### src/design/dpr_pkg.sv
// Package for the diagonal phase rotator: fixed formats, word types,
// stage payload types and the CORDIC arctangent table. No dependencies.
package dpr_pkg;

  localparam int unsigned AMP_W      = 16;
  localparam int unsigned GUARD      = 32 - AMP_W;
  localparam int unsigned ZW         = 32;
  localparam int unsigned CW         = 35;
  localparam int unsigned GW         = 31;
  localparam int unsigned PW         = CW + GW;
  localparam int unsigned SPLIT      = (CW - 1) / 2;
  localparam int unsigned HW         = CW - SPLIT;
  localparam int unsigned SH         = 30 + GUARD;
  localparam int unsigned MAX_STAGES = 32;
  localparam int unsigned ADDR_W     = 3;

  localparam logic [29:0] TURN_K    = 30'd683565276;
  localparam logic [29:0] GAIN_Q30  = 30'h26DD3B6A;

  localparam logic [ADDR_W-3:0] REG_EVOLUTION = '0;

  typedef struct packed {
    logic signed [AMP_W-1:0] amp_re;
    logic signed [AMP_W-1:0] amp_im;
    logic signed [15:0]      diag_value;
    logic                    is_last;
  } in_word_t;

  typedef struct packed {
    logic signed [AMP_W-1:0] out_re;
    logic signed [AMP_W-1:0] out_im;
    logic                    out_last;
  } out_word_t;

  typedef struct packed {
    logic signed [AMP_W-1:0] amp_re;
    logic signed [AMP_W-1:0] amp_im;
    logic [ZW-1:0]           z;
    logic                    last;
  } ph_t;

  typedef struct packed {
    logic signed [CW-1:0] x;
    logic signed [CW-1:0] y;
    logic [ZW-1:0]        z;
    logic                 last;
  } cord_t;

  function automatic logic [ZW-1:0] atan_turn(input logic [4:0] idx);
    logic [ZW-1:0] r;
    case (idx)
      5'd0:  r = 32'h20000000;
      5'd1:  r = 32'h12E4051E;
      5'd2:  r = 32'h09FB385B;
      5'd3:  r = 32'h051111D4;
      5'd4:  r = 32'h028B0D43;
      5'd5:  r = 32'h0145D7E1;
      5'd6:  r = 32'h00A2F61E;
      5'd7:  r = 32'h00517C55;
      5'd8:  r = 32'h0028BE53;
      5'd9:  r = 32'h00145F2F;
      5'd10: r = 32'h000A2F98;
      5'd11: r = 32'h000517CC;
      5'd12: r = 32'h00028BE6;
      5'd13: r = 32'h000145F3;
      5'd14: r = 32'h0000A2FA;
      5'd15: r = 32'h0000517D;
      5'd16: r = 32'h000028BE;
      5'd17: r = 32'h0000145F;
      5'd18: r = 32'h00000A30;
      5'd19: r = 32'h00000518;
      5'd20: r = 32'h0000028C;
      5'd21: r = 32'h00000146;
      5'd22: r = 32'h000000A3;
      5'd23: r = 32'h00000051;
      5'd24: r = 32'h00000029;
      5'd25: r = 32'h00000014;
      5'd26: r = 32'h0000000A;
      5'd27: r = 32'h00000005;
      5'd28: r = 32'h00000003;
      5'd29: r = 32'h00000001;
      5'd30: r = 32'h00000001;
      default: r = 32'h00000000;
    endcase
    return r;
  endfunction

endpackage

### src/design/dpr_phase.sv
// Phase stages: evolution parameter times eigenvalue, then scaling to a
// 32-bit binary angle. Depends on dpr_pkg.
module dpr_phase (
  input  logic               clk_i,
  input  logic               rst_ni,
  input  logic               en_i,
  input  logic signed [15:0] evo_param_i,
  input  logic               ent_vld_i,
  input  dpr_pkg::in_word_t  ent_i,
  output logic               ph_vld_o,
  output dpr_pkg::ph_t       ph_o
);
  import dpr_pkg::*;

  logic               a_vld_q;
  in_word_t           a_word_q;
  logic signed [31:0] a_prod_q;
  logic signed [31:0] a_prod_d;

  logic               b_vld_q;
  ph_t                b_q;
  ph_t                b_d;

  logic signed [31:0] neg_prod;
  logic signed [30:0] turn_k_s;
  logic signed [62:0] turn_prod;

  assign a_prod_d = 32'(evo_param_i) * 32'(ent_i.diag_value);

  always_ff @(posedge clk_i or negedge rst_ni) begin
    if (!rst_ni) begin
      a_vld_q <= 1'b0;
      b_vld_q <= 1'b0;
    end else if (en_i) begin
      a_vld_q <= ent_vld_i;
      b_vld_q <= a_vld_q;
    end
  end

  always_ff @(posedge clk_i) begin
    if (en_i) begin
      a_word_q <= ent_i;
      a_prod_q <= a_prod_d;
      b_q      <= b_d;
    end
  end

  always_comb begin
    neg_prod  = -a_prod_q;
    turn_k_s  = {1'b0, TURN_K};
    turn_prod = 63'(neg_prod) * 63'(turn_k_s);
    b_d.amp_re = a_word_q.amp_re;
    b_d.amp_im = a_word_q.amp_im;
    b_d.z      = turn_prod[52:21];
    b_d.last   = a_word_q.is_last;
  end

  assign ph_vld_o = b_vld_q;
  assign ph_o     = b_q;

endmodule

### config.mk
export PLATFORM = sky130hd
export DESIGN_NAME = dpr_phase
export DESIGN_NICKNAME = d
export VERILOG_FILES = /design/src/design/dpr_pkg.sv /design/src/design/dpr_phase.sv
export SDC_FILE = /design/constraint.sdc
export NUM_CORES = 2
export LEC_CHECK = 0
export BUFFER_PORTS_ARGS = -buffer_cell sky130_fd_sc_hd__buf_2
export CAP_MARGIN = 0
export CORE_MARGIN = 2
export CORE_UTILIZATION = 35
export CTS_CLUSTER_SIZE = 16
export DETAILED_ROUTE_END_ITERATION = 8
export SLEW_MARGIN = 10
export SYNTH_ARGS = -nofsm -noshare
export SYNTH_HDL_FRONTEND = slang
export SYNTH_SLANG_ARGS = --single-unit
### constraint.sdc
create_clock -name clk_i -period 10.9 [get_ports clk_i]
set_clock_uncertainty 0.05 [all_clocks]
set_input_delay 0.545 -clock clk_i [delete_from_list [all_inputs] [get_ports clk_i]]
set_output_delay 0.545 -clock clk_i [all_outputs]
set_load 0.02 [all_outputs]
==> results.sh <==
export IMPL_status="finished clean"
export IMPL_max_slew_margin_rel_pct=22.9
export IMPL_clock_sinks=132
export IMPL_worstMarginPinSlew_ns=1.15
export IMPL_path_buf_inv=5
export IMPL_post_route_drc_count=0
export IMPL_synth_seq_cells=132
export IMPL_end_kind="flop"
export IMPL_vias_per_cell=4.59
export IMPL_die_width_um=291
export IMPL_cts_max_path_buffers=2
export IMPL_syn_area_um2=28800
export IMPL_clkTransAtPathRegs_ns=0.06
export IMPL_synth_fp_nets=3778
export IMPL_vias=18120
export IMPL_yosysTopAreaCellShare_pct=44.0
export IMPL_gp_congestion=0.969
export IMPL_critPathLaunchType="flop"
export IMPL_cts_tree="done"
export IMPL_whs_path_depth=1
export IMPL_area_delta_synth_final_pct=9.27
export IMPL_diodes=0
export IMPL_drv_slew=0
export IMPL_min_period_over_period_pct=90.9
export IMPL_cp_slowest_cell="fa_1"
export IMPL_drive_gt1_share_pct=7.12
export IMPL_yosys_cell_types_count=56
export IMPL_ys_seq_area_share_pct=13.7
export IMPL_max_cap_violations=0
export IMPL_grt_pass1_vias=19902
export IMPL_synth_area_leaders="fa_1, ha_1, edfxtp_1"
export IMPL_max_freq_mhz=101
export IMPL_fillers=8153
export IMPL_boundaryPins=135
export IMPL_antenna_found_initial=0
export IMPL_r2r_end="ph_o[32]$_DFFE_PP_"
export IMPL_hold_violations=0
export IMPL_syn_area_per_cell_um2=10.6
export IMPL_root_buffer="clkbuf_16"
export IMPL_whs_endpoint="a_word_q[36]$_DFFE_PP_"
export IMPL_drtPass1Iterations=5
export IMPL_synthCells=2721
export IMPL_critical_path_class="reg2reg"
export IMPL_cts_resized_gates=0
export IMPL_min_period_ns=9.91
export IMPL_fin_util_pct=38.5
export IMPL_placedCellCount=3915
export IMPL_rsz0062_at_grt="false"
export IMPL_min_path_type="in2reg"
export IMPL_die_h_um=291
export IMPL_cp_max_fo=7
export IMPL_max_stage_delay_ns=0.68
export IMPL_gr_total_overflow=0
export IMPL_rrSetupSlack_ns=0.99
export IMPL_final_net_count=3922
export IMPL_initial_core_util_pct=35.2
export IMPL_worst_ep_arrival_time_ns=10.06
export IMPL_synthArstFlopShare_pct=1.52
export IMPL_reg2reg_from="a_prod_q[3]$_DFFE_PP_"
export IMPL_drtIter0Drc=861
export IMPL_wl_per_cell_um=17.1
export IMPL_setup_viol=0
export IMPL_portBuffers=134
export IMPL_cts_made_buffers=17
export IMPL_rows=105
export IMPL_cts_htree_levels=4
export IMPL_yosys_area_top_type="fa_1"
export IMPL_grt_first_pass_wirelength_um=110000
export IMPL_synth_edf_count=130
export IMPL_grt_start_max_net_pins=70
export IMPL_stdcell_count=3948
export IMPL_reg2reg_depth=31
export IMPL_synth_most_common_cell="inv_1"
export IMPL_synthTopCellsByCount="inv_1, fa_1, ha_1, nand2_1, edfxtp_1"
export IMPL_startpoint="a_prod_q[3]$_DFFE_PP_"
export IMPL_dieArea_um2=84700
export IMPL_core_um2=81800
export IMPL_ys_warn_count=0
export IMPL_track_usage_pct=16.9
export IMPL_crit_required_ns=11.05
export IMPL_critPathTopFamily="adder cells"
export IMPL_ant_nets=0
export IMPL_synth_main_ff_cell="edfxtp_1"
export IMPL_dp_hpwl_um=58400
export IMPL_routed_wl_um=67500
export IMPL_fin_hold_ws_ns=0.213
export IMPL_clock_latency_ns=0.45
export IMPL_fin_setup_tns_ns=0
export IMPL_hp_start="ent_i[36]"
-- kinds of logic after synthesis --
| group | count (synthesis) | share of synthesized area, % |
|---|---|---|
| other | 1 | 0.0130 |
| adders and majority gates | 988 | 59.4 |
| xor gates and xnor gates | 154 | 4.77 |
| buffers and inverters | 840 | 10.9 |
| DFF | 132 | 13.7 |
| AOI/OAI and AO/OA | 161 | 3.51 |
| muxes | 5 | 0.182 |
| and+or+nand+nor | 440 | 7.51 |
-- through the flow --
step	worst slack, ns	cell area, um2
global placement	1.08	30900
detailed placement	0.969	30900
finish	0.990	31500
CTS	0.942	31500
global route	0.338	31500
floorplan	1.43	28800
-- repair_timing --
action,4_1_cts,5_1_grt
hold buffers,1,0
hold endpoints to repair,2,0
setup buffers,0,0
-- layout by cell type (no fill, tap or decap), types with 21 or more instances in the layout --
master,n
nor3_1,29
nor2_1,48
a21o_1,30
buf_4,27
and2_1,98
fa_1,634
edfxtp_1,130
nand2_1,189
buf_2,133
inv_1,802
a21oi_1,50
nand2b_1,21
o21ai_0,38
xnor2_1,107
xor2_1,43
ha_1,354
-- worst max-delay path by stage --
stage,endpoint,depth (start not counted),slack (ns)
after global routing,ph_o[32]$_DFFE_PP_,31,0.34
final,ph_o[32]$_DFFE_PP_,31,0.99
after floorplan,ph_o[32]$_DFFE_PP_,24,1.43
after CTS,ph_o[32]$_DFFE_PP_,31,0.94
after detailed placement,ph_o[32]$_DFFE_PP_,31,0.97
after global placement,ph_o[32]$_DFFE_PP_,31,1.08
-- final cells by class --
cell class              count  area (um2)  share of cell area (%)
repair buffers            162         890                    2.82
well taps                1070        1340                    4.25
clock buffers              20         437                    1.39
inverters                 803        3020                    9.57
flip-flops and latches    132        3950                    12.5
clock inverters            12         131                   0.417
multi-input cells        1749       21700                    69.0
-- routing by layer --
metal  part of all wire, %  wire length, um  up-vias  global-route usage, %
met2                    48            32700      388                   28.6
met5                     0                0        -                      0
met3                   4.5             3040       63                   2.21
met4                   2.4             1600        0                   4.73
met1                    45            30100     9225                   22.8
li1                      -                -     8444                      -
-- registers in the layout, summed over array words and instances, names as in the netlist --
register and flops:
ph_o 65, a_word_q 33, a_prod_q 32, a_vld_q 1, ph_vld_o 1
Power is left out: the tool's default activity adds up to more than one toggle a clock period on the data nets, which glitch-free logic cannot reach.
