<file path="src/design/dpr_pkg.sv">
// Package for the diagonal phase rotator: fixed formats, word types,
// stage payload types and the CORDIC arctangent table. No dependencies.
package dpr_pkg;

  localparam int unsigned AMP_W      = 16;
  localparam int unsigned GUARD      = 32 - AMP_W;
  localparam int unsigned ZW         = 32;
  localparam int unsigned CW         = 35;
  localparam int unsigned GW         = 31;
  localparam int unsigned PW         = CW + GW;
  localparam int unsigned SPLIT      = (CW - 1) / 2;
  localparam int unsigned HW         = CW - SPLIT;
  localparam int unsigned SH         = 30 + GUARD;
  localparam int unsigned MAX_STAGES = 32;
  localparam int unsigned ADDR_W     = 3;

  localparam logic [29:0] TURN_K    = 30'd683565276;
  localparam logic [29:0] GAIN_Q30  = 30'h26DD3B6A;

  localparam logic [ADDR_W-3:0] REG_EVOLUTION = '0;

  typedef struct packed {
    logic signed [AMP_W-1:0] amp_re;
    logic signed [AMP_W-1:0] amp_im;
    logic signed [15:0]      diag_value;
    logic                    is_last;
  } in_word_t;

  typedef struct packed {
    logic signed [AMP_W-1:0] out_re;
    logic signed [AMP_W-1:0] out_im;
    logic                    out_last;
  } out_word_t;

  typedef struct packed {
    logic signed [AMP_W-1:0] amp_re;
    logic signed [AMP_W-1:0] amp_im;
    logic [ZW-1:0]           z;
    logic                    last;
  } ph_t;

  typedef struct packed {
    logic signed [CW-1:0] x;
    logic signed [CW-1:0] y;
    logic [ZW-1:0]        z;
    logic                 last;
  } cord_t;

  function automatic logic [ZW-1:0] atan_turn(input logic [4:0] idx);
    logic [ZW-1:0] r;
    case (idx)
      5'd0:  r = 32'h20000000;
      5'd1:  r = 32'h12E4051E;
      5'd2:  r = 32'h09FB385B;
      5'd3:  r = 32'h051111D4;
      5'd4:  r = 32'h028B0D43;
      5'd5:  r = 32'h0145D7E1;
      5'd6:  r = 32'h00A2F61E;
      5'd7:  r = 32'h00517C55;
      5'd8:  r = 32'h0028BE53;
      5'd9:  r = 32'h00145F2F;
      5'd10: r = 32'h000A2F98;
      5'd11: r = 32'h000517CC;
      5'd12: r = 32'h00028BE6;
      5'd13: r = 32'h000145F3;
      5'd14: r = 32'h0000A2FA;
      5'd15: r = 32'h0000517D;
      5'd16: r = 32'h000028BE;
      5'd17: r = 32'h0000145F;
      5'd18: r = 32'h00000A30;
      5'd19: r = 32'h00000518;
      5'd20: r = 32'h0000028C;
      5'd21: r = 32'h00000146;
      5'd22: r = 32'h000000A3;
      5'd23: r = 32'h00000051;
      5'd24: r = 32'h00000029;
      5'd25: r = 32'h00000014;
      5'd26: r = 32'h0000000A;
      5'd27: r = 32'h00000005;
      5'd28: r = 32'h00000003;
      5'd29: r = 32'h00000001;
      5'd30: r = 32'h00000001;
      default: r = 32'h00000000;
    endcase
    return r;
  endfunction

endpackage

</file>
<file path="src/design/dpr_cordic.sv">
// Half-plane fold and unrolled CORDIC rotation, one register per
// micro-rotation. Depends on dpr_pkg.
module dpr_cordic #(
  parameter int unsigned STAGES = 16
) (
  input  logic          clk_i,
  input  logic          rst_ni,
  input  logic          en_i,
  input  logic          ph_vld_i,
  input  dpr_pkg::ph_t  ph_i,
  output logic          cord_vld_o,
  output dpr_pkg::cord_t cord_o
);
  import dpr_pkg::*;

  logic [STAGES:0] vld_q;
  cord_t           st_q [STAGES+1];
  cord_t           st_d [STAGES+1];

  logic signed [CW-1:0] x_ext;
  logic signed [CW-1:0] y_ext;

  always_comb begin
    x_ext = {{(CW-AMP_W){ph_i.amp_re[AMP_W-1]}}, ph_i.amp_re} <<< GUARD;
    y_ext = {{(CW-AMP_W){ph_i.amp_im[AMP_W-1]}}, ph_i.amp_im} <<< GUARD;
    st_d[0].last = ph_i.last;
    if (ph_i.z[ZW-1] != ph_i.z[ZW-2]) begin
      st_d[0].x = -x_ext;
      st_d[0].y = -y_ext;
      st_d[0].z = {~ph_i.z[ZW-1], ph_i.z[ZW-2:0]};
    end else begin
      st_d[0].x = x_ext;
      st_d[0].y = y_ext;
      st_d[0].z = ph_i.z;
    end
  end

  for (genvar g = 0; g < STAGES; g++) begin : g_stage
    logic signed [CW-1:0] xs;
    logic signed [CW-1:0] ys;
    logic signed [CW-1:0] dx;
    logic signed [CW-1:0] dy;
    logic [ZW-1:0]        at;
    always_comb begin
      xs = st_q[g].x;
      ys = st_q[g].y;
      dx = ys >>> g;
      dy = xs >>> g;
      at = atan_turn(5'(g));
      st_d[g+1].last = st_q[g].last;
      if (!st_q[g].z[ZW-1]) begin
        st_d[g+1].x = xs - dx;
        st_d[g+1].y = ys + dy;
        st_d[g+1].z = st_q[g].z - at;
      end else begin
        st_d[g+1].x = xs + dx;
        st_d[g+1].y = ys - dy;
        st_d[g+1].z = st_q[g].z + at;
      end
    end
  end

  always_ff @(posedge clk_i or negedge rst_ni) begin
    if (!rst_ni) begin
      vld_q <= '0;
    end else if (en_i) begin
      vld_q <= {vld_q[STAGES-1:0], ph_vld_i};
    end
  end

  always_ff @(posedge clk_i) begin
    if (en_i) begin
      for (int k = 0; k <= STAGES; k++) begin
        st_q[k] <= st_d[k];
      end
    end
  end

  assign cord_vld_o = vld_q[STAGES];
  assign cord_o     = st_q[STAGES];

`ifndef SYNTHESIS
  a_fold_residual: assert property (@(posedge clk_i) disable iff (!rst_ni)
    vld_q[0] |-> (st_q[0].z[ZW-1] == st_q[0].z[ZW-2]))
    else $error("folded angle outside the right half-plane");
`endif

endmodule

</file>
<file path="config.mk">
export PLATFORM = sky130hd
export DESIGN_NAME = dpr_cordic
export DESIGN_NICKNAME = d
export VERILOG_FILES = /design/src/design/dpr_pkg.sv /design/src/design/dpr_cordic.sv
export SDC_FILE = /design/constraint.sdc
export NUM_CORES = 2
export LEC_CHECK = 0
export ABC_CLOCK_PERIOD_IN_PS = 5100
export BUFFER_PORTS_ARGS = -buffer_cell sky130_fd_sc_hd__buf_4
export CAP_MARGIN = 20
export CORE_MARGIN = 4
export CORE_UTILIZATION = 59
export DETAILED_ROUTE_END_ITERATION = 7
export HOLD_SLACK_MARGIN = 0.12
export PLACE_DENSITY = 0.78
export SLEW_MARGIN = 20
export SYNTH_ARGS = -nofsm -noshare
export SYNTH_HDL_FRONTEND = slang
export SYNTH_SLANG_ARGS = --single-unit
</file>
<file path="constraint.sdc">
create_clock -name clk_i -period 5.1 [get_ports clk_i]
set_input_delay 0.765 -clock clk_i [delete_from_list [all_inputs] [get_ports clk_i]]
set_output_delay 0.765 -clock clk_i [all_outputs]
set_load 0.01 [all_outputs]
</file>
==> metrics <==
vias in the first global route 100,000; Worst Path Arrival 5430 ps; status complete, no violations; 1st-iter DRT viols 8,600; Synth cell types 106; DR WL/cell 20.6 µm; final critical-path required period 4850 ps; critical path required time 5680 ps; Die ar. 227,000 µm²; Final TNS setup 0 ps; ratio of final minimum period to clock period 95.1%; DRT Pass-1 Iters 8; register bit total from synthesis 1,608; Overall Global Routing Usage 29.3%; nets 15,300; Overflow after GRT 0; first-pass GRT wire length 544,000 µm; clock transition at the registers of the reported paths 60 ps; CP Capture Type flip-flop; Die Ht 477 µm; Netlist Area Pre-Place 130,000 µm²; post-route ant nets 0; initial core utilization 59.5%; Max Slew Vio Count 0; worst skew pair latency 840 ps; clock sinks 1,608; share of the yosys chip area belonging to registers 37.2%; final-report hold violation count 0; final hold slack 251 ps; Top Ports 173; Synthesis Warnings 0; max-cap violations 0; vias per cell 6.19; final setup vio count 0; most common cell after layout, fill and taps aside edfxtp_1; f_max 206 MHz; area delta synth->final 10.3%; RSZ-0062 raised after global routing false; CTS Buf Count 180; Placer Congestion 0.971; number of synthesized flops with an enable pin 1,591; type of the worst min-delay path primary input to flip-flop; Post-synth ARST share 1.06%; CP Launch Type flip-flop; Clock Skews 32.4 ps; clock buffer depth 3; Residual DRC 0; most frequent cells in the layout edfxtp_1, a21oi_1, ha_1; Die Wd 477 µm; Util after Layout 65.6%; core area 218,000 µm²; final WL 346,000 µm; Post-Syn Nets 14,800; Worst slew margin 27.0%; FP Rows 171; top_reg_cell synth edfxtp_1; initial antenna violation count 4; port bufs 172; TritonCTS clock tree yes; syn_area_per_cell 9.76 µm²; H-tree lvl count 4; layout cell share with drive strength beyond 1 7.07%; crit path kind flip-flop to flip-flop; Critical Path Fanout Max 6; Synth Instances 13,300; largest net degree at the start of global routing 166; Worst-Margin Slew 1090 ps; Clock Tree Root clkbuf_16; via count 104,000; HPWL after DPL 274,000 µm
==> synthesized netlist by cell type (52+ instances only) <==
cell / n / area, µm²
a211oi_1: 116 / 871
a21o_1: 606 / 4550
a21oi_1: 1492 / 7470
a31oi_1: 130 / 813
and2_1: 77 / 482
and3_1: 111 / 694
clkbuf_1: 164 / 616
edfxtp_1: 1591 / 47800
ha_1: 1440 / 18000
inv_1: 595 / 2230
mux2_2: 63 / 709
nand2_1: 649 / 2440
nand2b_1: 209 / 1310
nand3_1: 200 / 1000
nand4_1: 82 / 513
nor2_1: 1119 / 4200
nor2b_1: 195 / 1220
nor3_1: 370 / 1850
nor3b_1: 52 / 390
nor4_1: 89 / 557
o211ai_1: 64 / 480
o21a_1: 222 / 1670
o21ai_0: 525 / 2630
o21ai_1: 111 / 556
o21bai_1: 150 / 1130
or3_1: 86 / 538
xnor2_1: 1277 / 11200
xor2_1: 667 / 5840
==> repair_timing <==
| action | in CTS | in global routing |
|---|---|---|
| gates resized for setup | 0 | 51 |
| endpoints found under the hold margin | 53 | 0 |
| hold buffers | 36 | 0 |
| setup buffers | 0 | 4 |
| setup endpoints to repair | 0 | 60 |
==> flip-flops by register name, indices dropped and copies added, names as in the netlist <==
name,cells
vld_q,17
st_q,1591
==> cell families after synthesis <==
logic type | count (synthesis) | share of synthesized area, %
AND/OR/NAND/NOR | 3411 | 12.8
multiplexers | 106 | 0.879
AO/OA/AOI/OAI | 3950 | 19.2
buffers and inverters | 793 | 2.30
flip-flops | 1608 | 37.2
XOR/XNOR | 1944 | 13.1
adder cells (fa/ha/maj) | 1482 | 14.5
==> per-stage QoR <==
step	setup slack [ps]	instance area (µm²)	instances
after floorplan	316	130000	13300
after global placement	125	136000	16400
after detailed placement	84.7	136000	16400
after CTS	65.8	143000	16800
after global routing	2.56	143000	16800
final	252	143000	16800
==> layer usage <==
layer	routed length, µm	GRT usage [%]
met5	17	0
met4	13700	10.5
met3	21400	3.75
met2	166000	50.4
met1	145000	38.1
==> layout make-up <==
cell class,instances,area (µm²)
Antenna cell,3,7.51
Tap cell,2854,3570
Sequential cell,1608,48200
Multi-Input combinational cell,10900,78800
Clock buffer,211,4740
Fill cell,17000,74900
Inverter,598,2240
Clock inverter,122,1410
Timing Repair Buffer,511,4130
==> path summary, 6_finish.rpt <==
path / start / to / slack, ps / cells after the start
max: st_q[1][149] / st_q[1][305] / 250 / 18
min: ph_i[36] / st_q[0][52] / 250 / 2
max reg2reg: st_q[1][149] / st_q[1][305] / 250 / 18
min reg2reg: st_q[0][24] / st_q[0][127] / 410 / 0
max in group asynchronous: rst_ni / vld_q[9] / 4570 / 2
min in group asynchronous: rst_ni / vld_q[15] / 340 / 2
==> worst max-delay path, cell delays in order, from the launching register on <==
cell	delay, ps
edfxtp_1	530
nor4_1	430
nand2_1	100
nor2_1	190
nand2_1	150
nor2_1	350
a21oi_1	140
xnor2_1	210
ha_1	330
a211oi_1	310
nand2_1	150
a21oi_1	170
o311ai_0	140
a41oi_1	480
nor4_1	160
o21ai_0	220
nand2b_1	80
a21oi_1	170
xnor2_1	260
Power is not shown: default switching activity piles up to over one toggle a cycle in this logic, so the estimate is an artifact.
