**config.mk**
```make
export PLATFORM = sky130hd
export DESIGN_NAME = dpr_gain
export DESIGN_NICKNAME = d
export VERILOG_FILES = /design/src/design/dpr_pkg.sv /design/src/design/dpr_gain.sv
export SDC_FILE = /design/constraint.sdc
export NUM_CORES = 2
export LEC_CHECK = 0
export BUFFER_PORTS_ARGS = -buffer_cell sky130_fd_sc_hd__buf_2
export CAP_MARGIN = 15
export CORE_MARGIN = 3
export CORE_UTILIZATION = 45
export CTS_CLUSTER_DIAMETER = 30
export CTS_CLUSTER_SIZE = 14
export DETAILED_ROUTE_END_ITERATION = 16
export GPL_ROUTABILITY_DRIVEN = 0
export GPL_TIMING_DRIVEN = 0
export HOLD_SLACK_MARGIN = 0.1
export PLACE_DENSITY = 0.68
export SLEW_MARGIN = 20
export SYNTH_ARGS = -nofsm -noshare
export SYNTH_HDL_FRONTEND = slang
export SYNTH_SLANG_ARGS = --single-unit
```
**constraint.sdc**
```tcl
create_clock -name clk_i -period 3.9 [get_ports clk_i]
set_clock_uncertainty 0.15 [all_clocks]
set_input_delay 0.39 -clock clk_i [delete_from_list [all_inputs] [get_ports clk_i]]
set_output_delay 0.39 -clock clk_i [all_outputs]
set_load 0.03 [all_outputs]
```
**src/design/dpr_pkg.sv**
```systemverilog
// Package for the diagonal phase rotator: fixed formats, word types,
// stage payload types and the CORDIC arctangent table. No dependencies.
package dpr_pkg;

  localparam int unsigned AMP_W      = 16;
  localparam int unsigned GUARD      = 32 - AMP_W;
  localparam int unsigned ZW         = 32;
  localparam int unsigned CW         = 35;
  localparam int unsigned GW         = 31;
  localparam int unsigned PW         = CW + GW;
  localparam int unsigned SPLIT      = (CW - 1) / 2;
  localparam int unsigned HW         = CW - SPLIT;
  localparam int unsigned SH         = 30 + GUARD;
  localparam int unsigned MAX_STAGES = 32;
  localparam int unsigned ADDR_W     = 3;

  localparam logic [29:0] TURN_K    = 30'd683565276;
  localparam logic [29:0] GAIN_Q30  = 30'h26DD3B6A;

  localparam logic [ADDR_W-3:0] REG_EVOLUTION = '0;

  typedef struct packed {
    logic signed [AMP_W-1:0] amp_re;
    logic signed [AMP_W-1:0] amp_im;
    logic signed [15:0]      diag_value;
    logic                    is_last;
  } in_word_t;

  typedef struct packed {
    logic signed [AMP_W-1:0] out_re;
    logic signed [AMP_W-1:0] out_im;
    logic                    out_last;
  } out_word_t;

  typedef struct packed {
    logic signed [AMP_W-1:0] amp_re;
    logic signed [AMP_W-1:0] amp_im;
    logic [ZW-1:0]           z;
    logic                    last;
  } ph_t;

  typedef struct packed {
    logic signed [CW-1:0] x;
    logic signed [CW-1:0] y;
    logic [ZW-1:0]        z;
    logic                 last;
  } cord_t;

  function automatic logic [ZW-1:0] atan_turn(input logic [4:0] idx);
    logic [ZW-1:0] r;
    case (idx)
      5'd0:  r = 32'h20000000;
      5'd1:  r = 32'h12E4051E;
      5'd2:  r = 32'h09FB385B;
      5'd3:  r = 32'h051111D4;
      5'd4:  r = 32'h028B0D43;
      5'd5:  r = 32'h0145D7E1;
      5'd6:  r = 32'h00A2F61E;
      5'd7:  r = 32'h00517C55;
      5'd8:  r = 32'h0028BE53;
      5'd9:  r = 32'h00145F2F;
      5'd10: r = 32'h000A2F98;
      5'd11: r = 32'h000517CC;
      5'd12: r = 32'h00028BE6;
      5'd13: r = 32'h000145F3;
      5'd14: r = 32'h0000A2FA;
      5'd15: r = 32'h0000517D;
      5'd16: r = 32'h000028BE;
      5'd17: r = 32'h0000145F;
      5'd18: r = 32'h00000A30;
      5'd19: r = 32'h00000518;
      5'd20: r = 32'h0000028C;
      5'd21: r = 32'h00000146;
      5'd22: r = 32'h000000A3;
      5'd23: r = 32'h00000051;
      5'd24: r = 32'h00000029;
      5'd25: r = 32'h00000014;
      5'd26: r = 32'h0000000A;
      5'd27: r = 32'h00000005;
      5'd28: r = 32'h00000003;
      5'd29: r = 32'h00000001;
      5'd30: r = 32'h00000001;
      default: r = 32'h00000000;
    endcase
    return r;
  endfunction

endpackage

```
**src/design/dpr_gain.sv**
```systemverilog
// Gain compensation in two stages (split partial products, then sum,
// round and saturate) ending in the output register. Depends on dpr_pkg.
module dpr_gain (
  input  logic              clk_i,
  input  logic              rst_ni,
  input  logic              en_i,
  input  logic              cord_vld_i,
  input  dpr_pkg::cord_t    cord_i,
  output logic              out_vld_o,
  output dpr_pkg::out_word_t out_word_o
);
  import dpr_pkg::*;

  localparam int unsigned PPW = HW + GW;
  localparam logic signed [PW-1:0] RND = PW'(66'd1 << (SH - 1));
  localparam logic signed [PW-1:0] SAT_HI = PW'((64'sd1 <<< (AMP_W - 1)) - 64'sd1);
  localparam logic signed [PW-1:0] SAT_LO = -SAT_HI - PW'(1);

  logic signed [GW-1:0] gain_s;

  logic                  g_vld_q;
  logic                  g_last_q;
  logic signed [PPW-1:0] xh_q, xl_q, yh_q, yl_q;
  logic signed [PPW-1:0] xh_d, xl_d, yh_d, yl_d;

  logic      out_vld_q;
  out_word_t out_q;
  out_word_t out_d;

  function automatic logic signed [AMP_W-1:0] finish(
    input logic signed [PPW-1:0] ph,
    input logic signed [PPW-1:0] pl
  );
    logic signed [PW-1:0] sum;
    logic signed [PW-1:0] r;
    logic signed [AMP_W-1:0] res;
    sum = (PW'(ph) <<< SPLIT) + PW'(pl) + RND;
    r   = sum >>> SH;
    if (r > SAT_HI) begin
      res = SAT_HI[AMP_W-1:0];
    end else if (r < SAT_LO) begin
      res = SAT_LO[AMP_W-1:0];
    end else begin
      res = r[AMP_W-1:0];
    end
    return res;
  endfunction

  always_comb begin
    logic signed [HW-1:0] xh, xl, yh, yl;
    gain_s = {1'b0, GAIN_Q30};
    xh = cord_i.x[CW-1:SPLIT];
    yh = cord_i.y[CW-1:SPLIT];
    xl = HW'({1'b0, cord_i.x[SPLIT-1:0]});
    yl = HW'({1'b0, cord_i.y[SPLIT-1:0]});
    xh_d = PPW'(xh) * PPW'(gain_s);
    xl_d = PPW'(xl) * PPW'(gain_s);
    yh_d = PPW'(yh) * PPW'(gain_s);
    yl_d = PPW'(yl) * PPW'(gain_s);
  end

  always_comb begin
    out_d.out_re   = finish(xh_q, xl_q);
    out_d.out_im   = finish(yh_q, yl_q);
    out_d.out_last = g_last_q;
  end

  always_ff @(posedge clk_i or negedge rst_ni) begin
    if (!rst_ni) begin
      g_vld_q   <= 1'b0;
      out_vld_q <= 1'b0;
    end else if (en_i) begin
      g_vld_q   <= cord_vld_i;
      out_vld_q <= g_vld_q;
    end
  end

  always_ff @(posedge clk_i) begin
    if (en_i) begin
      g_last_q <= cord_i.last;
      xh_q     <= xh_d;
      xl_q     <= xl_d;
      yh_q     <= yh_d;
      yl_q     <= yl_d;
      out_q    <= out_d;
    end
  end

  assign out_vld_o  = out_vld_q;
  assign out_word_o = out_q;

endmodule

```
==> impl_metrics.ini <==
[clocking]
htreeDepth = 4
cts_buffers = 17
clk_pin_slew_ps = 70
cts_tree = built
cts.sinks = 190
clk_latency_ps = 480
cts_root_buffer = clkbuf_16
cts.path.max_buffers = 2

[placed_design]
dp_cells = 5707
dp_hpwl_um = 92500
place_area_sq_um = 47900
pre_cts_slack_ps = -3100
io_buffers = 108

[sta]
worst_pin_slew_ps = 739
setup_viol = 132
hold_viol = 0
relSlewSlack_pct = 50.7
fmax_ghz = 0.166
fin_ws_ps = -2140
rsz0062_at_grt = true
finalMaxSlewViolations = 0
layout_min_cycle_time_ps = 6040
fin_crit_sh_pct = 155

[global_routing]
met2_usage_pct = 37.7
grt_remaining_overflow = 0
grt_max_degree = 99
busiest_layer = met2
grt_usage_pct = 21.6
grt_pass1_vias = 33000
antenna_found_initial = 2
met1_usage_pct = 27.9
grt_pass1_wl_um = 174000
use_met3_pct = 3.44

[worst_setup_path]
crit_fanout = 5
worstSetupStartpointType = primary input
required_ps = 4060
arrival_ps = 6190
worstSetupPathType = in -> reg
end_kind = flip-flop

[hold_path]
hold_path.class = in -> reg

[routing]
vias = 31100
drt_iter0_drc = 1679
drc_errors = 0
firstDrtPassIters = 5
wl_um = 109000
post_drt_wl_per_cell_um = 18.3
ant_nets = 0
viasPerCell = 5.19

[yosys]
synthCells = 4322
synth_edf_count = 188
synthFlopType = edfxtp_1
yosysSeqAreaShare_pct = 12.9
ys_warn_count = 0
syn_area_sq_um = 44200
syn_avg_cell_area_sq_um = 10.2
async_reset_ff_share_pct = 1.05
mappedNetlistNets = 6028
ys_ff_latch = 190
ys_types = 79

[die]
io_pins = 141
rows = 114
core_sq_um = 97100
die_y_um = 320
die_area_sq_um = 102000
start_util_pct = 45.6
die_w_um = 320

[status]
violations = setup timing
status = finished with violations

[cells_and_area]
multi_input_area_sq_um = 36900
antenna_cells = 0
syn2layout_area_growth_pct = 19.8
final_common_cell = inv_1
mostFrequentLayoutCells = inv_1 (1,184), fa_1 (731), ha_1 (669)
final_cells = 5982
nets = 6400
final_area_sq_um = 53000
fill_cells = 8240
drive_gt1_share_pct = 20.6
regArea_sq_um = 5700

[job]
cap_violations = 0
==> final cells by class <==
| class | instances | share of cell area, % |
|---|---|---|
| plain buffers | 23 | 0.276 |
| clock buffers | 18 | 0.810 |
| clock inverters | 13 | 0.220 |
| inverters | 1283 | 9.13 |
| multi-input cells | 2824 | 69.7 |
| flip-flops and latches | 190 | 10.7 |
| well taps | 1276 | 3.01 |
| repair buffers | 355 | 6.14 |
==> through the flow <==
stage / hold WS [ps] / util, % / TNS [ps]
CTS: 112 / 52.7 / -174940
floorplan: -55.6 / - / -180440
detailed placement: 25.1 / 49.3 / -292270
global placement: 23.7 / 49.2 / -312440
global route: 136 / 54.6 / -200480
finish: 136 / 54.6 / -184400
==> final timing paths <==
| path | cells past startpoint | to | start | slack (ps) |
|---|---|---|---|---|
| min in group asynchronous | 3 | g_vld_q | rst_ni | 620 |
| hold / removal | 2 | xh_q[4] | cord_i[88] | 140 |
| hold reg to reg | 0 | out_word_o[0] | g_last_q | 290 |
| max in group asynchronous | 3 | out_vld_o | rst_ni | 2860 |
| setup / recovery | 21 | yh_q[43] | cord_i[57] | -2140 |
| setup reg to reg | 12 | out_word_o[17] | xh_q[4] | 130 |
==> cells by family (layout without fill, tap and decap cells) <==
family                     count (synthesis)  count (layout)  synth area share (%)
muxes                                      8               8                 0.189
and+or+nand+nor                          498             498                  5.61
xor gates and xnor gates                 142             142                  2.81
adders and majority gates               1599            1599                  58.8
buffers and inverters                   1308            1692                  11.1
DFF                                      190             190                  12.9
AOI/OAI and AO/OA                        577             577                  8.55
==> critical path, cell delays in order <==
cell and delay [ps]:
buf_12 110, fa_2 410, fa_1 540, inv_2 50, fa_2 530, inv_2 40, fa_2 580, inv_2 50
fa_2 560, inv_2 40, fa_2 550, ha_4 230, a221o_1 330, a31oi_1 150, o21ai_1 80, a21o_1 200
a211o_4 380, o2111ai_4 260, a31oi_4 180, a31o_4 280, a311oi_2 240
==> state kept, by name, summed over array words and instances (netlist names) <==
register	cells
xh_q	48
yh_q	48
out_word_o	33
xl_q	29
yl_q	29
g_last_q	1
g_vld_q	1
out_vld_o	1
==> timing repair <==
action	CTS	global route
endpoints found under the setup margin	162	158
resized for setup	392	273
pin swaps	216	218
hold buffers	8	0
endpoints found under the hold margin	8	0
buffers inserted	144	107
==> layer usage <==
layer  part of all wire, %  routed length, um  up-vias
li1                      -                  -    14600
met1                    42              45500    15500
met2                    50              55000      788
met3                   5.4               5910      173
met4                   2.6               2860        0
met5                     0                  0        -
==> Yosys cell counts (all sizes together), types with 6 or more instances <==
cell type / instances / area [sq um]
o311ai: 11 / 96.3
xnor2: 80 / 701
a211oi: 29 / 223
and3: 30 / 188
xor2: 62 / 543
nand3: 56 / 285
nand2b: 11 / 68.8
nand4: 39 / 244
a21boi: 13 / 97.6
o21ai: 115 / 598
nand3b: 7 / 52.6
a21oi: 167 / 851
o211ai: 18 / 135
edfxtp: 188 / 5650
a21o: 81 / 609
o31ai: 9 / 67.6
nor2b: 16 / 100
or3: 11 / 68.8
o2111ai: 8 / 70.1
a311oi: 7 / 61.3
nand2: 115 / 432
o21bai: 13 / 97.6
nor4: 7 / 65.1
o21a: 25 / 188
a211o: 7 / 61.3
ha: 797 / 9970
inv: 1283 / 4820
nor3: 43 / 215
fa: 802 / 16100
and2: 15 / 93.8
and4: 6 / 52.6
nor2: 117 / 442
or2: 14 / 87.6
a31oi: 21 / 131
clkbuf: 21 / 78.8
Power is not shown: default switching activity piles up to over one toggle a cycle in this logic, so the estimate is an artifact.
